[src/rtl/pnt_pkg.sv]
package pnt_pkg;

    // Timebase: ticks per second
    localparam int unsigned TICKS_PER_SECOND = 1000000;
    localparam int unsigned SEC_PER_MIN      = 60;

    // Derived widths
    localparam int unsigned TPS_W  = $clog2(TICKS_PER_SECOND + 1);
    localparam int unsigned DIV_W  = $clog2(SEC_PER_MIN * TICKS_PER_SECOND + 1);
    localparam int unsigned CNT_W  = $clog2(DIV_W + 1);
    localparam int unsigned PROD_W = TPS_W + 5;

    // Playback counter widths and their saturation limits
    localparam int unsigned HALF_W = 18;
    localparam int unsigned CYC_W  = 19;
    localparam int unsigned REST_W = 26;
    localparam int unsigned EXT_W  = DIV_W + REST_W;

    localparam logic [HALF_W-1:0] HALF_MAX = {HALF_W{1'b1}};
    localparam logic [CYC_W-1:0]  CYC_MAX  = {CYC_W{1'b1}};
    localparam logic [REST_W-1:0] REST_MAX = {REST_W{1'b1}};

    localparam logic [7:0] TEMPO_RESET = 8'd50;

    // Request kinds carried on tuser
    localparam logic FUNC_TICK = 1'b0;
    localparam logic FUNC_LOAD = 1'b1;

endpackage

[src/rtl/packed_note_tone_generator.sv]
// Channel   Direction  Content
// s_axis    in         tuser[0] func, tdata[15:0] note_word
// m_axis    out        tdata[0] buzzer, tdata[1] busy_res, tdata[7:2] zero
// cfg       in         data[7:0] tempo
//
// A tick request is answered in the cycle after it is accepted.
// A load request runs the shared serial divider for DIV_W (26) steps plus one
// post step per division, two divisions for a rest and three for a tone,
// after which the result register is loaded.
// Input ready is held low while the divider runs or a result waits unread.
// Reset (synchronous, active low) clears playback and sets tempo to 50.
module packed_note_tone_generator (
    input  logic        i_clk,
    input  logic        i_rst_n,
    input  logic        i_s_axis_tvalid,
    output logic        o_s_axis_tready,
    input  logic [15:0] i_s_axis_tdata,   // [15:0] note_word
    input  logic [0:0]  i_s_axis_tuser,   // [0] func
    output logic        o_m_axis_tvalid,
    input  logic        i_m_axis_tready,
    output logic [7:0]  o_m_axis_tdata,   // [0] buzzer, [1] busy_res, [7:2] zero
    input  logic        i_cfg_valid,
    output logic        o_cfg_ready,
    input  logic [7:0]  i_cfg_data
);

    localparam int unsigned DIV_W  = pnt_pkg::DIV_W;
    localparam int unsigned TPS_W  = pnt_pkg::TPS_W;
    localparam int unsigned CNT_W  = pnt_pkg::CNT_W;
    localparam int unsigned HALF_W = pnt_pkg::HALF_W;
    localparam int unsigned CYC_W  = pnt_pkg::CYC_W;
    localparam int unsigned REST_W = pnt_pkg::REST_W;
    localparam int unsigned EXT_W  = pnt_pkg::EXT_W;
    localparam int unsigned PROD_W = pnt_pkg::PROD_W;

    // Sequencer states
    localparam logic [1:0] ST_IDLE = 2'd0;
    localparam logic [1:0] ST_DIV  = 2'd1;
    localparam logic [1:0] ST_POST = 2'd2;

    // Division being run
    localparam logic [1:0] PH_TEMPO  = 2'd0;
    localparam logic [1:0] PH_REST   = 2'd1;
    localparam logic [1:0] PH_PERIOD = 2'd2;
    localparam logic [1:0] PH_CYC    = 2'd3;

    logic [1:0]        r_state, n_state;
    logic [1:0]        r_phase, n_phase;
    logic [CNT_W-1:0]  r_cnt, n_cnt;
    logic [DIV_W:0]    r_rem, n_rem;
    logic [DIV_W-1:0]  r_dvd, n_dvd;
    logic [DIV_W-1:0]  r_dvs, n_dvs;
    logic [DIV_W-1:0]  r_beat, n_beat;
    logic [TPS_W-1:0]  r_period, n_period;
    logic [12:0]       r_freq, n_freq;
    logic [4:0]        r_code, n_code;
    logic [7:0]        r_tempo;

    logic              r_playing, n_playing;
    logic              r_is_rest, n_is_rest;
    logic              r_high, n_high;
    logic [HALF_W-1:0] r_half_len, n_half_len;
    logic [HALF_W-1:0] r_half_cnt, n_half_cnt;
    logic [CYC_W-1:0]  r_cyc_left, n_cyc_left;
    logic [REST_W-1:0] r_rest_left, n_rest_left;

    logic              r_m_valid, n_m_valid;
    logic              r_buzz, n_buzz;
    logic              r_busy, n_busy;

    logic              s_acc;
    logic [DIV_W:0]    rem_sh;
    logic              sub_ok;
    logic [EXT_W-1:0]  quot_ext;
    logic [DIV_W-1:0]  beat_calc;
    logic [PROD_W-1:0] prod;
    logic [HALF_W-1:0] half_sat;
    logic [CYC_W-1:0]  cyc_sat;
    logic [REST_W-1:0] rest_sat;
    logic [7:0]        tempo_eff;

    assign o_s_axis_tready = (r_state == ST_IDLE) && (!r_m_valid || i_m_axis_tready);
    assign s_acc           = i_s_axis_tvalid && o_s_axis_tready;
    assign o_m_axis_tvalid = r_m_valid;
    assign o_m_axis_tdata  = {6'd0, r_busy, r_buzz};
    assign o_cfg_ready     = 1'b1;

    // Divider step: shift in next dividend bit, subtract when it fits
    assign rem_sh = {r_rem[DIV_W-1:0], r_dvd[DIV_W-1]};
    assign sub_ok = (rem_sh >= {1'b0, r_dvs});

    // Post-processing of the finished quotient held in r_dvd
    assign quot_ext  = EXT_W'(r_dvd);
    assign beat_calc = (r_dvd << 6) - (r_dvd << 2);
    assign prod      = PROD_W'(r_code) * PROD_W'(r_dvd[TPS_W-1:0]);
    assign rest_sat  = (quot_ext > EXT_W'(pnt_pkg::REST_MAX)) ? pnt_pkg::REST_MAX
                                                              : REST_W'(r_dvd);
    assign cyc_sat   = (r_period == '0) ? '0 :
                       (quot_ext > EXT_W'(pnt_pkg::CYC_MAX)) ? pnt_pkg::CYC_MAX
                                                             : CYC_W'(r_dvd);
    assign half_sat  = ((EXT_W'(r_period) >> 1) > EXT_W'(pnt_pkg::HALF_MAX))
                       ? pnt_pkg::HALF_MAX : HALF_W'(r_period >> 1);
    assign tempo_eff = (r_tempo == 8'd0) ? 8'd1 : r_tempo;

    // Next-state logic for sequencer, playback and output register
    always_comb begin
        n_state     = r_state;
        n_phase     = r_phase;
        n_cnt       = r_cnt;
        n_rem       = r_rem;
        n_dvd       = r_dvd;
        n_dvs       = r_dvs;
        n_beat      = r_beat;
        n_period    = r_period;
        n_freq      = r_freq;
        n_code      = r_code;
        n_playing   = r_playing;
        n_is_rest   = r_is_rest;
        n_high      = r_high;
        n_half_len  = r_half_len;
        n_half_cnt  = r_half_cnt;
        n_cyc_left  = r_cyc_left;
        n_rest_left = r_rest_left;
        n_m_valid   = r_m_valid && !i_m_axis_tready;
        n_buzz      = r_buzz;
        n_busy      = r_busy;

        unique case (r_state)
            ST_IDLE: begin
                if (s_acc) begin
                    if (i_s_axis_tuser[0] == pnt_pkg::FUNC_LOAD) begin
                        // Latch the note and start the beat length: ticks / tempo, later times 60
                        n_freq  = {i_s_axis_tdata[15:4], 1'b0};
                        n_code  = {1'b0, i_s_axis_tdata[3:0]} + 5'd1;
                        n_dvd   = DIV_W'(pnt_pkg::TICKS_PER_SECOND);
                        n_dvs   = DIV_W'(tempo_eff);
                        n_rem   = '0;
                        n_cnt   = CNT_W'(DIV_W);
                        n_phase = PH_TEMPO;
                        n_state = ST_DIV;
                    end else begin
                        // Advance playback by one tick and emit its level
                        n_m_valid = 1'b1;
                        n_buzz    = 1'b0;
                        n_busy    = r_playing;
                        if (r_playing) begin
                            if (r_is_rest) begin
                                if (r_rest_left != '0) begin
                                    n_rest_left = r_rest_left - 1'b1;
                                end
                                if (r_rest_left <= REST_W'(1)) begin
                                    n_playing = 1'b0;
                                end
                            end else begin
                                n_buzz = r_high;
                                if (r_half_cnt > HALF_W'(1)) begin
                                    n_half_cnt = r_half_cnt - 1'b1;
                                end else if (r_high) begin
                                    n_high     = 1'b0;
                                    n_half_cnt = r_half_len;
                                end else begin
                                    n_half_cnt = '0;
                                    if (r_cyc_left != '0) begin
                                        n_cyc_left = r_cyc_left - 1'b1;
                                    end
                                    if (r_cyc_left <= CYC_W'(1)) begin
                                        n_playing = 1'b0;
                                    end else begin
                                        n_high     = 1'b1;
                                        n_half_cnt = r_half_len;
                                    end
                                end
                            end
                        end
                    end
                end
            end
            ST_DIV: begin
                // One quotient bit per cycle
                n_rem = sub_ok ? (rem_sh - {1'b0, r_dvs}) : rem_sh;
                n_dvd = {r_dvd[DIV_W-2:0], sub_ok};
                n_cnt = r_cnt - 1'b1;
                if (r_cnt == CNT_W'(1)) begin
                    n_state = ST_POST;
                end
            end
            ST_POST: begin
                n_rem = '0;
                n_cnt = CNT_W'(DIV_W);
                unique case (r_phase)
                    PH_TEMPO: begin
                        n_beat  = beat_calc;
                        n_state = ST_DIV;
                        if (r_freq == '0) begin
                            n_dvd   = beat_calc;
                            n_dvs   = DIV_W'(r_code);
                            n_phase = PH_REST;
                        end else begin
                            n_dvd   = DIV_W'(pnt_pkg::TICKS_PER_SECOND);
                            n_dvs   = DIV_W'(r_freq);
                            n_phase = PH_PERIOD;
                        end
                    end
                    PH_PERIOD: begin
                        n_period = r_dvd[TPS_W-1:0];
                        n_dvd    = r_beat;
                        n_dvs    = DIV_W'(prod);
                        n_phase  = PH_CYC;
                        n_state  = ST_DIV;
                    end
                    PH_REST: begin
                        n_is_rest   = 1'b1;
                        n_high      = 1'b0;
                        n_half_len  = '0;
                        n_half_cnt  = '0;
                        n_cyc_left  = '0;
                        n_rest_left = rest_sat;
                        n_playing   = (rest_sat != '0);
                        n_m_valid   = 1'b1;
                        n_buzz      = 1'b0;
                        n_busy      = (rest_sat != '0);
                        n_state     = ST_IDLE;
                    end
                    PH_CYC: begin
                        n_is_rest   = 1'b0;
                        n_rest_left = '0;
                        n_half_len  = half_sat;
                        n_m_valid   = 1'b1;
                        n_buzz      = 1'b0;
                        n_state     = ST_IDLE;
                        if (half_sat != '0 && cyc_sat != '0) begin
                            n_playing  = 1'b1;
                            n_high     = 1'b1;
                            n_half_cnt = half_sat;
                            n_cyc_left = cyc_sat;
                            n_busy     = 1'b1;
                        end else begin
                            n_playing  = 1'b0;
                            n_high     = 1'b0;
                            n_half_cnt = '0;
                            n_cyc_left = '0;
                            n_busy     = 1'b0;
                        end
                    end
                    default: begin
                        n_state = ST_IDLE;
                    end
                endcase
            end
            default: begin
                n_state = ST_IDLE;
            end
        endcase
    end

    // Control registers
    always_ff @(posedge i_clk) begin
        if (!i_rst_n) begin
            r_state     <= ST_IDLE;
            r_phase     <= PH_TEMPO;
            r_cnt       <= '0;
            r_tempo     <= pnt_pkg::TEMPO_RESET;
            r_playing   <= 1'b0;
            r_is_rest   <= 1'b0;
            r_high      <= 1'b0;
            r_half_len  <= '0;
            r_half_cnt  <= '0;
            r_cyc_left  <= '0;
            r_rest_left <= '0;
            r_m_valid   <= 1'b0;
        end else begin
            r_state     <= n_state;
            r_phase     <= n_phase;
            r_cnt       <= n_cnt;
            if (i_cfg_valid && o_cfg_ready) begin
                r_tempo <= i_cfg_data;
            end
            r_playing   <= n_playing;
            r_is_rest   <= n_is_rest;
            r_high      <= n_high;
            r_half_len  <= n_half_len;
            r_half_cnt  <= n_half_cnt;
            r_cyc_left  <= n_cyc_left;
            r_rest_left <= n_rest_left;
            r_m_valid   <= n_m_valid;
        end
    end

    // Datapath registers
    always_ff @(posedge i_clk) begin
        r_rem    <= n_rem;
        r_dvd    <= n_dvd;
        r_dvs    <= n_dvs;
        r_beat   <= n_beat;
        r_period <= n_period;
        r_freq   <= n_freq;
        r_code   <= n_code;
        r_buzz   <= n_buzz;
        r_busy   <= n_busy;
    end

endmodule

[config.mk]
export PLATFORM = sky130hd
export DESIGN_NAME = packed_note_tone_generator
export DESIGN_NICKNAME = d
export VERILOG_FILES = /design/src/rtl/pnt_pkg.sv /design/src/rtl/packed_note_tone_generator.sv
export SDC_FILE = /design/constraint.sdc
export NUM_CORES = 1
export LEC_CHECK = 0
export ABC_AREA = 1
export BUFFER_PORTS_ARGS = -buffer_cell sky130_fd_sc_hd__buf_2
export CORE_ASPECT_RATIO = 1.4
export CORE_MARGIN = 4
export CORE_UTILIZATION = 35
export CTS_BUF_LIST = sky130_fd_sc_hd__clkbuf_4
export CTS_CLUSTER_SIZE = 12
export DETAILED_ROUTE_END_ITERATION = 8
export PLACE_DENSITY_LB_ADDON = 0.3
export SLEW_MARGIN = 20
export SYNTH_ARGS = -nofsm -noshare
export SYNTH_HDL_FRONTEND = slang
export SYNTH_SLANG_ARGS = --single-unit
[constraint.sdc]
create_clock -name i_clk -period 6.8 [get_ports i_clk]
set_input_delay 0 -clock i_clk [delete_from_list [all_inputs] [get_ports i_clk]]
set_output_delay 0 -clock i_clk [all_outputs]
set_load 0.02 [all_outputs]
==> results.md <==
- Outcome: completed
- Critical path data required time: between 7 and 8 ns
- Via count of the first global-routing pass: about 18000
- Area leader, netlist: sky130_fd_sc_hd__edfxtp_1
- Share of the synthesized area in the top cell type: between 20% and 30%
- Total length of routed wires: slightly below 60000 um
- Core area: 53300 sq um
- Clk buf depth: 3
- Stage delay of the slowest cell on the critical path: 0.86 ns
- Clock tree root driver cell: sky130_fd_sc_hd__clkbuf_4
- Number of unique standard cell types used by synthesis: 55
- Critical Path Slowest Stage Cell: sky130_fd_sc_hd__edfxtp_1
- Dominant synthesized flop cell: sky130_fd_sc_hd__edfxtp_1
- Relative slew slack: between 30% and 40%
- Arr. time, crit path: 5.25 ns
- Count of synthesis-stage warnings from yosys: 0
- Grt total ovfl: 0
- Synthesized area: ~19000 sq um
- Later-pin clock latency in the skew report: 0.82 ns
- Detailed-routing iteration count for the pre-antenna-repair pass: 6
- DRC violation total after the first TritonRoute iteration: approximately 1000
- Final critical path time including I/O delays and setup: ~4.7 ns
- Number of buffers inserted during clock tree synthesis: 67
- Area growth from synthesis to final layout: 12.6%
- Post-CTS Resized: 0
- Cell-by-cell listing of the critical path: nand2_1 -> fa_1 -> fa_1 -> fa_1 -> inv_1 -> ha_1 -> nand2_1 -> nor2_1 -> nand2_1 -> nand3_1 -> a21oi_1 -> o21ai_0 -> nand3_1 -> nand2_1 -> nand2_1 -> nand2_1 -> nor2_1
- Die height: 283 um
- Detailed Place HPWL: around 43000 um
- Mapped Cells: between 2000 and 3000
- Final-layout fill cell count: about 5700
- Synthesized area per cell: 7.13 sq um
- Routed wire per std cell: between 15 and 20 um
- Nature of the critical path endpoint: flip-flop
- Share of the yosys chip area belonging to registers: approximately a third
- Critical path type: flip-flop to flip-flop
- Antenna violations before repair: 2
- Largest net degree at the start of global routing: 56
- Num Clock Sinks: around 240
- Portion of the clock cycle consumed by the worst path in the final layout: 69.3%
- Largest fanout on the critical path: 21
- Register bit count reported by yosys: approximately 240
- Antenna-violating nets left: 0
- Routed via count divided by cell count: between 5 and 6
- # IOs: 41
- Most common cell after layout, fill and taps aside: sky130_fd_sc_hd__nand2_1
- Fmax achieved: 212 MHz
- Total routing usage reported by global routing: 19.8%
- Most prevalent standard cell on the critical path: sky130_fd_sc_hd__nand2_1
- Count of H-tree levels built during CTS: 3
- Total of endpoints with negative setup slack in the final report: 0
- Utilization of the core after routing: 39.8%
- Die X-Extent: a little over 200 um
- Post-detailed-route DRC marker count: 0
- Die outline area: a little under 60000 sq um
- Setup repair after global routing missed its margin: false
- Max Clock Skew: about 0.066 ns
- Ratio of cells with drive above 1 in the final layout: 8.14%
- Clock slew seen by the registers of the worst setup and hold paths: 0.07 ns
- CTS tree: yes
- Most used cells in the layout excluding fill and tap cells: 583 x sky130_fd_sc_hd__nand2_1, 409 x sky130_fd_sc_hd__inv_1, 296 x sky130_fd_sc_hd__nor2_1
- Least-Margin Pin Slew: a little over 0.9 ns
- Wire length of the first global-routing pass: 92400 um
- Count of endpoints failing hold in the final timing report: 0
- Worst hold path type: input pin to flip-flop
- Number of synthesized flops with an enable pin: 140
- Nets@finish: approximately 2900
- DR vias: around 18000
- Crit path launch type: flip-flop
- Initial core utilization: a little over a third
- RD Place Congestion: about 0.94
- Number of standard-cell rows in the floorplan: 100
- Fin Setup TNS: 0 ns
- Count of max-cap constraint violations: 0
- Max Slew Vio Count: 0
- Top cells by area, synth: sky130_fd_sc_hd__edfxtp_1 22%, sky130_fd_sc_hd__nand2_1 12%, sky130_fd_sc_hd__dfxtp_1 11%
- Async set-reset flop share out of synthesis: 0%
- Number of buffers inserted by port buffering: 33
==> kinds of logic (layout without fill, tap and decap cells) <==
family                     after synthesis  count (layout)  synth area share, %
AOI/OAI and AO/OA                      467             467                 13.6
xor gates and xnor gates                59              59                 2.74
adders and majority gates              147             147                 11.9
buffers and inverters                  523             660                 11.0
DFF                                    242             242                 33.1
other                                    2              11               0.0398
and+or+nand+nor                       1205            1205                 27.6
==> cell usage after synthesis, drive strengths merged, types with 11 or more instances <==
cell,instances
a31oi,12
nand3,171
o21ai,162
buf,41
edfxtp,140
clkbuf,62
nand4,51
inv,416
xnor2,18
nor2,309
nand2,596
nor4,11
xor2,41
a22oi,30
a21oi,213
ha,92
nor3,32
dfxtp,102
fa,55
or2,19
==> flip-flops by register name, summed over array words and instances, names as in the netlist, 5 cells and up <==
name and count:
r_cyc_left 19, r_dvs 25, r_rem 26, r_half_len 18, r_dvd 26, r_tempo 8, r_code 5, r_rest_left 26
r_freq 12, r_half_cnt 18, r_period 20, r_beat 24, r_cnt 5
==> worst paths after layout <==
check / from / end / slack, ns / cells past startpoint
max: r_code[4]$_DFFE_PP_ / r_dvs[18]$_SDFFCE_PN0P_ / 2.09 / 17
min: i_s_axis_tdata[0] / r_code[0]$_DFFE_PP_ / 0.07 / 3
max reg2reg: r_code[4]$_DFFE_PP_ / r_dvs[18]$_SDFFCE_PN0P_ / 2.09 / 17
min reg2reg: r_cnt[2]$_SDFFE_PN0P_ / r_cnt[2]$_SDFFE_PN0P_ / 0.47 / 1
==> layer usage <==
metal  global-route usage, %  vias to the layer above  share of wire [%]
li1                        -                     8801                  -
met1                    23.5                     8312                 42
met5                       0                        -                  0
met2                    36.1                      444                 50
met4                    8.10                        0                3.6
met3                    2.61                      123                4.2
==> metrics by stage <==
step	area, sq um	hold WS [ns]	worst slack (ns)	instances
finish	21200	0.0695	2.09	3505
global route	21200	0.0300	1.74	3505
CTS	21200	0.00978	2.10	3501
detailed placement	19600	0.178	2.11	3311
global placement	19600	0.177	2.13	3311
floorplan	18900	0.0989	1.89	2650
==> layout make-up <==
class	count	area, sq um	share of cell area [%]
clock inverter	32	265	1.25
timing repair buffer	116	953	4.49
tap	714	893	4.21
inverter	420	1580	7.44
clock buffer	92	691	3.25
multi-input combinational	1885	10600	49.9
antenna	4	10.0	0.0471
sequential	242	6250	29.4
==> worst max-delay path, delay by kind of cell (launching register included) <==
kind                       cells  cell delay (ns)
buffers and inverters          1             0.04
AOI/OAI and AO/OA              2             0.49
adders and majority gates      4             1.95
DFF                            1             0.86
and+or+nand+nor               10             1.12
==> what timing repair did <==
action,CTS,global route
hold buffers,66,0
buffers inserted,0,0
endpoints found under the hold margin,96,0
Power is not shown: default switching activity piles up to over one toggle a cycle in this logic, so the estimate is an artifact.
